[config.mk]
export PLATFORM = sky130hd
export DESIGN_NAME = pid_line_follow_steering
export DESIGN_NICKNAME = d
export VERILOG_FILES = /design/src/sv/plfs_pkg.sv /design/src/sv/pid_line_follow_steering.sv
export VERILOG_INCLUDE_DIRS = /design/src /design/src/sv
export SDC_FILE = /design/constraint.sdc
export NUM_CORES = 1
export LEC_CHECK = 0
export ABC_CLOCK_PERIOD_IN_PS = 40500
export BUFFER_PORTS_ARGS = -buffer_cell sky130_fd_sc_hd__buf_2
export CAP_MARGIN = 0
export CORE_MARGIN = 4
export CORE_UTILIZATION = 35
export DETAILED_ROUTE_END_ITERATION = 6
export GPL_TIMING_DRIVEN = 0
export PLACE_DENSITY = 0.51
export SYNTH_ARGS = -nofsm -noshare
export SYNTH_HDL_FRONTEND = slang
export SYNTH_SLANG_ARGS = --single-unit
[constraint.sdc]
create_clock -name clk_i -period 40.5 [get_ports clk_i]
set_clock_uncertainty 0.05 [all_clocks]
set_input_delay 0 -clock clk_i [delete_from_list [all_inputs] [get_ports clk_i]]
set_output_delay 0 -clock clk_i [all_outputs]
set_load 0.01 [all_outputs]
[src/sv/pid_line_follow_steering_assert.svh]
// Assertion macros for the line follower steering block.
`ifndef PID_LINE_FOLLOW_STEERING_ASSERT_SVH
`define PID_LINE_FOLLOW_STEERING_ASSERT_SVH

`ifndef SYNTHESIS

// Same-cycle implication, disabled during reset.
`define PLFS_ASSERT_IMP(name, clk, rst_n, ante, cons, msg) \
  name: assert property (@(posedge clk) disable iff (!rst_n) (ante) |-> (cons)) \
    else $error(msg);

// Next-cycle implication, disabled during reset.
`define PLFS_ASSERT_NXT(name, clk, rst_n, ante, cons, msg) \
  name: assert property (@(posedge clk) disable iff (!rst_n) (ante) |=> (cons)) \
    else $error(msg);

`else

`define PLFS_ASSERT_IMP(name, clk, rst_n, ante, cons, msg)
`define PLFS_ASSERT_NXT(name, clk, rst_n, ante, cons, msg)

`endif

`endif

[src/sv/plfs_pkg.sv]
// Shared types, constants and gain schedule for the line follower steering block.
package plfs_pkg;

  localparam int IntegralWidthDefault = 32;

  localparam int PosWidth    = 12;
  localparam int SensorWidth = 10;
  localparam int DriveWidth  = 8;
  localparam int InDataWidth  = 64;
  localparam int OutDataWidth = 24;

  localparam int CfgIdxWidth  = 2;
  localparam int CfgDataWidth = 10;

  localparam logic [CfgIdxWidth-1:0] RegMaxSpeed     = 2'd0;
  localparam logic [CfgIdxWidth-1:0] RegDeadEndLevel  = 2'd1;
  localparam logic [CfgIdxWidth-1:0] RegJunctionLevel = 2'd2;

  localparam logic [7:0] MaxSpeedReset      = 8'd100;
  localparam logic [9:0] DeadEndLevelReset  = 10'd100;
  localparam logic [9:0] JunctionLevelReset = 10'd200;

  localparam logic [PosWidth-1:0] PosMax    = 12'd4000;
  localparam logic [PosWidth-1:0] PosCenter = 12'd2000;

  localparam logic [13:0] IntegDiv = 14'd15000;

  // kp division is done as multiply by ceil(2^16 / kp), exact for |err| <= 2000
  localparam int RecipShift = 16;

  typedef enum logic [1:0] {
    SEG_FOLLOW   = 2'd0,
    SEG_DEAD_END = 2'd1,
    SEG_JUNCTION = 2'd2
  } seg_end_e;

  typedef struct packed {
    logic [13:0] kp_recip;
    logic [9:0]  kd;
  } gain_t;

  function automatic gain_t gain_lookup(input logic [7:0] max_speed);
    gain_t g;
    if (max_speed <= 8'd120) begin
      g.kp_recip = 14'd3277;
      g.kd       = 10'd384;
    end else if (max_speed <= 8'd150) begin
      g.kp_recip = 14'd4370;
      g.kd       = 10'd341;
    end else if (max_speed <= 8'd200) begin
      g.kp_recip = 14'd6554;
      g.kd       = 10'd341;
    end else if (max_speed <= 8'd220) begin
      g.kp_recip = 14'd10923;
      g.kd       = 10'd512;
    end else begin
      g.kp_recip = 14'd13108;
      g.kd       = 10'd576;
    end
    return g;
  endfunction

endpackage

[src/sv/pid_line_follow_steering.sv]
// Line follower steering controller: PID steering and segment end detection.
//
// Usage:
//   Input channel s_axis carries one sensor frame per word: line position and
//   five reflectance readings. Output channel m_axis carries one result word
//   per frame: left drive, right drive and the segment end code.
//   Configuration is a plain write port (max speed, dead end level, junction
//   level); write it only while no frame is in flight.
// Timing:
//   A frame is registered on acceptance and its result is registered when
//   the frame advances out of the input register: m_axis_tvalid_o then
//   rises and the result word can be taken. One frame per clock is
//   sustained while m_axis_tready_i stays high; the controller state update
//   sits in the single compute stage between the input and result registers.
// Reset:
//   Both pipeline registers empty, configuration at its defaults, previous
//   error and integral cleared. A dead end or junction result also clears them.
// Stall:
//   When the receiver holds m_axis_tready_i low, the result word holds, the
//   input register fills, and s_axis_tready_o drops until the output drains.
`include "pid_line_follow_steering_assert.svh"

module pid_line_follow_steering #(
  parameter int INTEGRAL_WIDTH = plfs_pkg::IntegralWidthDefault
) (
  input  logic                                clk_i,
  input  logic                                rst_ni,
  input  logic                                cfg_we_i,
  input  logic [plfs_pkg::CfgIdxWidth-1:0]    cfg_idx_i,
  input  logic [plfs_pkg::CfgDataWidth-1:0]   cfg_data_i,
  input  logic                                s_axis_tvalid_i,
  output logic                                s_axis_tready_o,
  // line_position, sensor_left_outer, sensor_left_inner, sensor_middle,
  // sensor_right_inner, sensor_right_outer, zero fill
  input  logic [plfs_pkg::InDataWidth-1:0]    s_axis_tdata_i,
  output logic                                m_axis_tvalid_o,
  input  logic                                m_axis_tready_i,
  // left_drive, right_drive, segment_end, zero fill
  output logic [plfs_pkg::OutDataWidth-1:0]   m_axis_tdata_o
);
  import plfs_pkg::*;

  localparam int W  = INTEGRAL_WIDTH;
  localparam int QW = W - 13;
  localparam int SW = ((QW > 15) ? QW : 15) + 2;

  localparam logic [W-1:0] IntMax = {1'b0, {(W-1){1'b1}}};
  localparam logic [W-1:0] IntMin = {1'b1, {(W-1){1'b0}}};
  localparam logic signed [QW-1:0] SatHiQ = QW'(IntMax / IntegDiv);
  localparam logic signed [14:0]   SatHiR = 15'(IntMax % IntegDiv);
  localparam logic signed [QW-1:0] SatLoQ = QW'(-(IntMin / IntegDiv));
  localparam logic signed [14:0]   SatLoR = 15'(-(IntMin % IntegDiv));
  localparam logic signed [15:0]   DivS   = $signed(16'(IntegDiv));

  // configuration
  logic [7:0] max_speed_q;
  logic [9:0] dead_end_level_q;
  logic [9:0] junction_level_q;

  always_ff @(posedge clk_i or negedge rst_ni) begin
    if (!rst_ni) begin
      max_speed_q      <= MaxSpeedReset;
      dead_end_level_q <= DeadEndLevelReset;
      junction_level_q <= JunctionLevelReset;
    end else if (cfg_we_i) begin
      case (cfg_idx_i)
        RegMaxSpeed:      max_speed_q      <= cfg_data_i[7:0];
        RegDeadEndLevel:  dead_end_level_q <= cfg_data_i;
        RegJunctionLevel: junction_level_q <= cfg_data_i;
        default: ;
      endcase
    end
  end

  // pipeline control
  logic in_v_q, out_v_q;
  logic advance;

  assign advance         = in_v_q && (!out_v_q || m_axis_tready_i);
  assign s_axis_tready_o = !in_v_q || advance;
  assign m_axis_tvalid_o = out_v_q;

  // input register
  logic [PosWidth-1:0]    pos_q;
  logic [SensorWidth-1:0] s0_q, s1_q, s2_q, s3_q, s4_q;

  always_ff @(posedge clk_i or negedge rst_ni) begin
    if (!rst_ni) begin
      in_v_q <= 1'b0;
    end else if (s_axis_tready_o) begin
      in_v_q <= s_axis_tvalid_i;
    end
  end

  always_ff @(posedge clk_i) begin
    if (s_axis_tready_o && s_axis_tvalid_i) begin
      pos_q <= s_axis_tdata_i[11:0];
      s0_q  <= s_axis_tdata_i[21:12];
      s1_q  <= s_axis_tdata_i[31:22];
      s2_q  <= s_axis_tdata_i[41:32];
      s3_q  <= s_axis_tdata_i[51:42];
      s4_q  <= s_axis_tdata_i[61:52];
    end
  end

  // controller state; integral also tracked as quotient and remainder by 15000
  logic signed [11:0]   prev_err_q;
  logic [W-1:0]         integ_q, integ_d;
  logic signed [QW-1:0] quo_q, quo_d;
  logic signed [14:0]   rem_q, rem_d;

  logic [PosWidth-1:0]  pos_c, pos_off;
  logic signed [11:0]   err, err_abs;
  logic signed [12:0]   der, der_abs;
  logic [10:0]          err_mag;
  logic [11:0]          der_mag;
  gain_t                gain;
  logic [24:0]          p_prod;
  logic [21:0]          d_prod;
  logic [8:0]           p_mag;
  logic [13:0]          d_mag;
  logic signed [9:0]    p_term;
  logic signed [14:0]   d_term;
  logic [W:0]           isum;
  logic                 sat_hi, sat_lo;
  logic signed [15:0]   rsum;
  logic signed [SW-1:0] steer, ms_s, steer_cl;
  logic signed [8:0]    steer_c;
  logic [7:0]           left_d, right_d;
  logic                 dead_end, junction;
  seg_end_e             seg_d;

  always_comb begin
    pos_c   = (pos_q > PosMax) ? PosMax : pos_q;
    pos_off = pos_c - PosCenter;
    err     = $signed(pos_off);
    der     = {err[11], err} - {prev_err_q[11], prev_err_q};
    err_abs = err[11] ? -err : err;
    der_abs = der[12] ? -der : der;
    err_mag = err_abs[10:0];
    der_mag = der_abs[11:0];

    gain   = gain_lookup(max_speed_q);
    p_prod = {3'b000, err_mag} * {11'd0, gain.kp_recip};
    p_mag  = p_prod[RecipShift+8:RecipShift];
    p_term = err[11] ? -$signed({1'b0, p_mag}) : $signed({1'b0, p_mag});
    d_prod = {10'd0, der_mag} * {12'd0, gain.kd};
    d_mag  = d_prod[21:8];
    d_term = der[12] ? -$signed({1'b0, d_mag}) : $signed({1'b0, d_mag});

    // saturating integral
    isum   = {integ_q[W-1], integ_q} + {{(W-11){err[11]}}, err};
    sat_hi = !isum[W] && isum[W-1];
    sat_lo = isum[W] && !isum[W-1];
    if (sat_hi) begin
      integ_d = IntMax;
    end else if (sat_lo) begin
      integ_d = IntMin;
    end else begin
      integ_d = isum[W-1:0];
    end

    // truncated quotient of the integral, one correction step per frame
    rsum = {rem_q[14], rem_q} + {{4{err[11]}}, err};
    if (sat_hi) begin
      quo_d = SatHiQ;
      rem_d = SatHiR;
    end else if (sat_lo) begin
      quo_d = SatLoQ;
      rem_d = SatLoR;
    end else if (rsum >= DivS) begin
      quo_d = quo_q + QW'(1);
      rem_d = 15'(rsum - DivS);
    end else if (rsum <= -DivS) begin
      quo_d = quo_q - QW'(1);
      rem_d = 15'(rsum + DivS);
    end else if (!integ_d[W-1] && rsum < 16'sd0) begin
      quo_d = quo_q - QW'(1);
      rem_d = 15'(rsum + DivS);
    end else if (integ_d[W-1] && rsum > 16'sd0) begin
      quo_d = quo_q + QW'(1);
      rem_d = 15'(rsum - DivS);
    end else begin
      quo_d = quo_q;
      rem_d = 15'(rsum);
    end

    steer = SW'(p_term) + SW'(quo_d) + SW'(d_term);
    ms_s  = $signed(SW'({1'b0, max_speed_q}));
    if (steer > ms_s) begin
      steer_cl = ms_s;
    end else if (steer < -ms_s) begin
      steer_cl = -ms_s;
    end else begin
      steer_cl = steer;
    end
    steer_c = steer_cl[8:0];

    if (steer_c[8]) begin
      left_d  = max_speed_q + steer_c[7:0];
      right_d = max_speed_q;
    end else begin
      left_d  = max_speed_q;
      right_d = max_speed_q - steer_c[7:0];
    end

    dead_end = (s1_q < dead_end_level_q) && (s2_q < dead_end_level_q)
               && (s3_q < dead_end_level_q);
    junction = (s0_q > junction_level_q) || (s4_q > junction_level_q);
    if (dead_end) begin
      seg_d = SEG_DEAD_END;
    end else if (junction) begin
      seg_d = SEG_JUNCTION;
    end else begin
      seg_d = SEG_FOLLOW;
    end
  end

  always_ff @(posedge clk_i or negedge rst_ni) begin
    if (!rst_ni) begin
      prev_err_q <= '0;
      integ_q    <= '0;
      quo_q      <= '0;
      rem_q      <= '0;
    end else if (advance) begin
      if (seg_d != SEG_FOLLOW) begin
        prev_err_q <= '0;
        integ_q    <= '0;
        quo_q      <= '0;
        rem_q      <= '0;
      end else begin
        prev_err_q <= err;
        integ_q    <= integ_d;
        quo_q      <= quo_d;
        rem_q      <= rem_d;
      end
    end
  end

  // result register
  logic [7:0] left_q, right_q;
  seg_end_e   seg_q;

  always_ff @(posedge clk_i or negedge rst_ni) begin
    if (!rst_ni) begin
      out_v_q <= 1'b0;
    end else if (advance) begin
      out_v_q <= 1'b1;
    end else if (m_axis_tready_i) begin
      out_v_q <= 1'b0;
    end
  end

  always_ff @(posedge clk_i) begin
    if (advance) begin
      left_q  <= left_d;
      right_q <= right_d;
      seg_q   <= seg_d;
    end
  end

  assign m_axis_tdata_o = {6'd0, seg_q, right_q, left_q};

  logic seg_hit, state_zero, rem_ok, drive_ok;

  assign seg_hit    = advance && (seg_d != SEG_FOLLOW);
  assign state_zero = (prev_err_q == 12'sd0) && (integ_q == '0) && (quo_q == '0)
                      && (rem_q == 15'sd0);
  assign rem_ok     = (rem_q < 15'sd15000) && (rem_q > -15'sd15000)
                      && (integ_q[W-1] ? (rem_q <= 15'sd0) : (rem_q >= 15'sd0));
  assign drive_ok   = (left_q <= max_speed_q) && (right_q <= max_speed_q);

  `PLFS_ASSERT_NXT(a_seg_clears_state, clk_i, rst_ni, seg_hit, state_zero, "state not cleared")
  `PLFS_ASSERT_IMP(a_rem_range, clk_i, rst_ni, 1'b1, rem_ok, "integral remainder out of range")
  `PLFS_ASSERT_IMP(a_ready_when_empty, clk_i, rst_ni, !out_v_q, s_axis_tready_o, "input stalled")
  `PLFS_ASSERT_IMP(a_drive_bound, clk_i, rst_ni, out_v_q, drive_ok, "drive above max speed")

endmodule
==> impl_metrics.json, run 1 <==
{
  "placementRows": 94,
  "drv_slew": 0,
  "synth.most_common_cell": "inv_1",
  "synth_fa_ha_area_share_pct": 29.96,
  "drt_iter0_drc": 1134,
  "ioPinCount": 107,
  "synth_top_flop_cell": "dfrtp_1",
  "dieArea_sq_mm": 0.07072,
  "status": "finished, final reports clean",
  "drc": 0,
  "start_util_pct": 35.35,
  "grt_pass1_vias": 19620,
  "finalCoreUtilization_pct": 40.09,
  "ant_nets": 0,
  "crit_path_start_kind": "flop",
  "wl_um": 66190,
  "cp.arrival_ps": 17600,
  "worstRegToRegCells": 66,
  "synth.largest_area_cell": "ha_1",
  "die_w_um": 265.9,
  "hold_end": "s1_q[1]",
  "vias_per_cell": 5.332,
  "cts-resized-gates": 0,
  "gp_congestion": 0.9025,
  "path_clk_slew_ps": 100,
  "multi_input_area_sq_mm": 0.01665,
  "max_cap_viol_count": 0,
  "antenna_found_initial": 0,
  "cts_inserted_buffers": 17,
  "place_ws_ps": 22710,
  "dp_hpwl_um": 53080,
  "synth_top_cell_area_share_pct": 16.28,
  "syn-cell-area_sq_mm": 0.02328,
  "port_buffers": 98,
  "synth_simple_gate_area_share_pct": 13.95,
  "finalHoldViolCount": 0,
  "worst_slew_pin_slew_ps": 1191,
  "synth_compound_area_share_pct": 19.66,
  "critPathKind": "reg -> reg",
  "fin_setup_tns_ps": 0,
  "cts_tree": "built",
  "yosys.cell_types.count": 102,
  "path_common_cell": "a21oi_1",
  "grt_pass1_wl_um": 106700,
  "fin_nets": 3321,
  "cts_buffer_depth": 2,
  "finalSetupViolCount": 0,
  "post_cts_buffers": 0,
  "synthArstFlopShare_pct": 57.45,
  "yosys-top-cells-count": "310 x inv_1, 303 x ha_1, 225 x nor2_1",
  "rr_endpoint": "right_q[7]",
  "min-delay-start": "s_axis_tdata_i[23]",
  "hold_path_depth": 2,
  "grtUsageTotal_pct": 18.79,
  "finalCriticalPeriod_ps": 17410,
  "clock_sink_count": 188,
  "cts-root-buf": "clkbuf_16",
  "yosysWarningCount": 0,
  "synth_area_leaders": "ha_1 16%, fa_1 13%, dfrtp_1 11%, edfxtp_1 10%, inv_1 5.0%",
  "max_stage_delay_ps": 720,
  "slew_headroom_pct": 19.89,
  "syn_to_final_growth_pct": 13.39,
  "cp_max_fo": 10,
  "synth_top_family_by_area": "adder cells",
  "drt-pass1-iter-count": 5,
  "fin_crit_sh_pct": 42.99,
  "layout-drive-gt1-share_pct": 9.520,
  "worst_slack_ps": 23090,
  "clk-insertion-delay-late_ps": 500,
  "avgRoutedWirePerCell_um": 18.09,
  "vias": 19500,
  "synth-seq-area-share_pct": 21.97,
  "grt_overflow": 0,
  "synth_xor_area_share_pct": 6.078,
  "core_area_sq_mm": 0.06586,
  "diodes": 0,
  "synth_seq_cells": 188,
  "critPathSlowestCell": "o21ai_0",
  "rsz0062_at_grt": "no",
  "hold_class": "in -> reg",
  "synthCells": 2574,
  "nFillCells": 6632,
  "die_y_um": 265.9,
  "rrSetupSlack_ps": 23090,
  "synth-edff-count": 80,
  "end_kind": "flop",
  "grt_start_max_net_pins": 79,
  "regArea_sq_mm": 0.005116,
  "h-tree-depth": 4,
  "r2r_start": "pos_q[5]",
  "max_freq_mhz": 57.43,
  "syn_avg_cell_area_sq_um": 9.046,
  "muxShareOfSynthArea_pct": 1.730,
  "required_ps": 40680
}
==> cell families (layout without fill, tap and decap cells) <==
logic type | after synthesis | count (layout)
AND/OR/NAND/NOR | 673 | 673
flip-flops | 188 | 188
AO/OA/AOI/OAI | 659 | 659
buffers and inverters | 392 | 607
XOR/XNOR | 159 | 159
other | 1 | 6
adder cells (fa/ha/maj) | 465 | 465
multiplexers | 37 | 37
==> layout make-up <==
type / instances / area share [%]
inverters: 313 / 4.450
plain buffers: 79 / 1.408
clock inverters: 15 / 0.7488
multi-input cells: 1999 / 63.07
repair buffers: 183 / 5.237
clock buffers: 17 / 1.611
flip-flops and latches: 188 / 19.38
well taps: 864 / 4.095
==> through the flow <==
step	hold WS, ps	area, sq um	std cells
after global routing	143.8	26400	3658
after CTS	116.0	26390	3657
final	160.8	26400	3658
after detailed placement	-132.7	24940	3543
after global placement	127.1	24870	3541
after floorplan	-345.6	23300	2579
==> how the worst max path moves through the flow <==
stage / cells after the start / slack (ps) / endpoint / from
finish: 66 / 23090 / right_q[7] / pos_q[5]
global route: 66 / 21690 / right_q[7] / pos_q[5]
CTS: 52 / 22630 / right_q[7] / max_speed_q[2]
detailed placement: 52 / 22710 / right_q[7] / max_speed_q[2]
global placement: 57 / 22450 / right_q[7] / pos_q[4]
floorplan: 64 / 25210 / right_q[7] / pos_q[5]
==> registers in the layout (all words and copies together) (netlist names) <==
| signal | flops |
|---|---|
| s0_q | 10 |
| max_speed_q | 8 |
| dead_end_level_q | 10 |
| pos_q | 12 |
| s4_q | 10 |
| prev_err_q | 12 |
| left_q | 8 |
| m_axis_tvalid_o | 1 |
| junction_level_q | 10 |
| quo_q | 19 |
| right_q | 8 |
| seg_q | 2 |
| integ_q | 32 |
| rem_q | 15 |
| s3_q | 10 |
| s1_q | 10 |
| s2_q | 10 |
| in_v_q | 1 |
==> cell usage in the layout (no fill, tap or decap), types with 14 or more instances in the layout <==
| cell | n |
|---|---|
| or2_2 | 29 |
| and2_1 | 21 |
| xor2_1 | 59 |
| a211oi_1 | 28 |
| a21oi_1 | 145 |
| mux2_2 | 26 |
| or3_1 | 28 |
| fa_1 | 156 |
| nor3_1 | 30 |
| nand4_1 | 26 |
| o21ai_0 | 128 |
| nor2_1 | 225 |
| edfxtp_1 | 80 |
| dfrtp_1 | 99 |
| o211ai_1 | 16 |
| a211o_1 | 14 |
| xnor2_1 | 97 |
| o31ai_1 | 21 |
| clkbuf_16 | 17 |
| nand2_1 | 170 |
| o21a_1 | 26 |
| nand2b_1 | 36 |
| inv_1 | 310 |
| nand3_1 | 32 |
| a21o_1 | 82 |
| ha_1 | 303 |
| clkbuf_1 | 53 |
| a31oi_1 | 18 |
| buf_2 | 107 |
| dlygate4sd3_1 | 81 |
| a221o_1 | 30 |
| nor2b_1 | 18 |
==> critical path, delay by kind of cell (launching register included) <==
| family | cells | cell delay [ps] |
|---|---|---|
| AO/OA/AOI/OAI | 32 | 7080 |
| adder cells (fa/ha/maj) | 13 | 4950 |
| AND/OR/NAND/NOR | 10 | 2620 |
| buffers and inverters | 7 | 880 |
| XOR/XNOR | 3 | 820 |
| multiplexers | 1 | 420 |
| flip-flops | 1 | 330 |
==> layer usage <==
layer  share of wire [%]  GRT usage [%]  vias up
met5                   0              0        -
met2                  47          31.34      373
li1                    -              -     9491
met3                 3.8          2.262       49
met4                 1.2          4.005        0
met1                  48          26.36     9590
==> timing repair <==
item | in CTS | in global routing
hold endpoints to repair | 191 | 0
hold buffers | 82 | 0
setup endpoints to repair | 0 | 0
Power of run 1 is not shown: default switching activity piles up to over one toggle a cycle in this logic, so the estimate is an artifact.
==> inputs of run 2 (changes only) <==
- ABC_CLOCK_PERIOD_IN_PS: 40500 -> 14300
- PLACE_DENSITY: 0.51 -> 0.53
- clock period: 40.5 -> 14.3 ns (I/O delays scaled with it)
==> impl_metrics.json, run 2 (same netlist as run 1, synthesis figures left out) <==
{
  "rsz0062_at_grt": "yes",
  "r2r_start": "pos_q[6]",
  "regArea_sq_mm": 0.005119,
  "path_common_cell": "fa_1",
  "crit_path_start_kind": "flop",
  "finalHoldViolCount": 0,
  "port_buffers": 98,
  "max_cap_viol_count": 0,
  "critPathSlowestCell": "fa_1",
  "fin_crit_sh_pct": 103.0,
  "finalCriticalPeriod_ps": 14730,
  "end_kind": "flop",
  "cts-root-buf": "clkbuf_16",
  "final_common_cell": "inv_1",
  "gp_congestion": 0.8848,
  "hold_path_depth": 2,
  "largest_reg_flops": 32,
  "grt_overflow": 0,
  "worstRegToRegCells": 67,
  "diodes": 0,
  "h-tree-depth": 4,
  "hold_class": "in -> reg",
  "cp_max_fo": 7,
  "drv_slew": 0,
  "die_y_um": 265.9,
  "cts_tree": "built",
  "cts_inserted_buffers": 17,
  "multi_input_area_sq_mm": 0.01820,
  "core_area_sq_mm": 0.06586,
  "syn_to_final_growth_pct": 25.01,
  "clock_sink_count": 188,
  "required_ps": 14470,
  "drc": 0,
  "reg_top3": "integ_q: 32 flops, quo_q: 19 flops, rem_q: 15 flops",
  "worst_slack_ps": -431.4,
  "final_cell_mix": "297 x inv_1, 275 x ha_1, 204 x nor2_1, 159 x nand2_1, 150 x fa_1",
  "placementRows": 94,
  "drt_iter0_drc": 1191,
  "slew_headroom_pct": 24.33,
  "grt_pass1_vias": 20630,
  "layout.cells.non_filler": 3795,
  "worst_slew_pin_slew_ps": 1128,
  "fin_nets": 3458,
  "grt_start_max_net_pins": 79,
  "layout-drive-gt1-share_pct": 21.84,
  "grt_pass1_wl_um": 111200,
  "vias": 20250,
  "avgRoutedWirePerCell_um": 18.29,
  "critPathKind": "reg -> reg",
  "cts_buffer_depth": 2,
  "nFillCells": 6373,
  "die_w_um": 265.9,
  "drt-pass1-iter-count": 5,
  "path_clk_slew_ps": 90,
  "cp-startpoint": "pos_q[6]",
  "dpl.cell_count": 3542,
  "cp.arrival_ps": 14900,
  "max_stage_delay_ps": 550,
  "ant_nets": 0,
  "min-delay-start": "s_axis_tdata_i[44]",
  "finalSetupViolCount": 4,
  "start_util_pct": 35.35,
  "ioPinCount": 107,
  "max_freq_mhz": 67.88,
  "clk-insertion-delay-late_ps": 500,
  "antenna_found_initial": 0,
  "status": "finished with violations",
  "dp_hpwl_um": 53040,
  "grtUsageTotal_pct": 19.45,
  "violations": "setup timing",
  "dieArea_sq_mm": 0.07072,
  "wl_um": 69410,
  "regMostFlops": "integ_q",
  "vias_per_cell": 5.336
}
==> run 2: cell count changes in the layout (fill, tap and decap cells not counted), sizes merged <==
| cell | change |
|---|---|
| buf | +140 |
| clkinvlp | +1 |
| dlygate4sd3 | -1 |
| inv | -1 |
| clkinv | -1 |
| clkbuf | -1 |
==> run 2: layout make-up <==
type                    count  share of cell area [%]
plain buffers              78                   1.552
clock buffers              18                   1.474
clock inverters            14                  0.6233
inverters                 313                   4.088
multi-input cells        1999                   62.52
flip-flops and latches    188                   17.59
well taps                 864                   3.714
repair buffers            321                   8.438
==> run 2: path summary, 6_finish.rpt <==
| check | end | slack [ps] |
|---|---|---|
| max | right_q[7] | -430 |
| min | s3_q[2] | 150 |
| max reg2reg | right_q[7] | -430 |
| min reg2reg | m_axis_tvalid_o | 440 |
| max in group asynchronous | junction_level_q[6] | 13210 |
| min in group asynchronous | rem_q[7] | 520 |
==> run 2: worst max-delay path: cells and delay by family (launching register included) <==
| family | cells | cell delay, ps |
|---|---|---|
| compound gates | 28 | 4560 |
| fa+ha+maj | 12 | 4460 |
| simple gates | 13 | 2990 |
| buf+inv | 10 | 1170 |
| flops | 1 | 490 |
| xor+xnor | 3 | 440 |
| mux | 1 | 290 |
==> run 2: timing repair <==
action | 4_1_cts | 5_1_grt
hold buffers | 81 | 0
endpoints found under the hold margin | 191 | 0
cloned | 1 | 0
setup buffers | 102 | 43
endpoints found under the setup margin | 16 | 16
resized for setup | 219 | 110
pin swaps | 86 | 96
==> run 2: stage by stage <==
step | worst slack (ps) | hold slack [ps] | TNS [ps] | area, sq um | utilization [%]
finish | -431.4 | 151.5 | -987.0 | 29110 | 44.19
detailed placement | -2520 | -130.1 | -27600 | 25100 | 38.10
CTS | -352.0 | 114.5 | -729.1 | 28380 | 43.08
global placement | -2931 | 127.3 | -34550 | 25050 | 38.03
floorplan | 13.18 | -345.6 | 0 | 23480 | -
global route | -998.0 | 134.4 | -5522 | 29110 | 44.19
==> run 2: metal layers <==
metal | share of wire (%) | vias to the layer above | GRT usage (%)
met1 | 47 | 10110 | 27.06
met3 | 3.3 | 56 | 2.447
met4 | 1.8 | 0 | 4.800
met5 | 0 | - | 0
met2 | 48 | 345 | 32.34
li1 | - | 9745 | -
Power of run 2 is left out for the same reason.
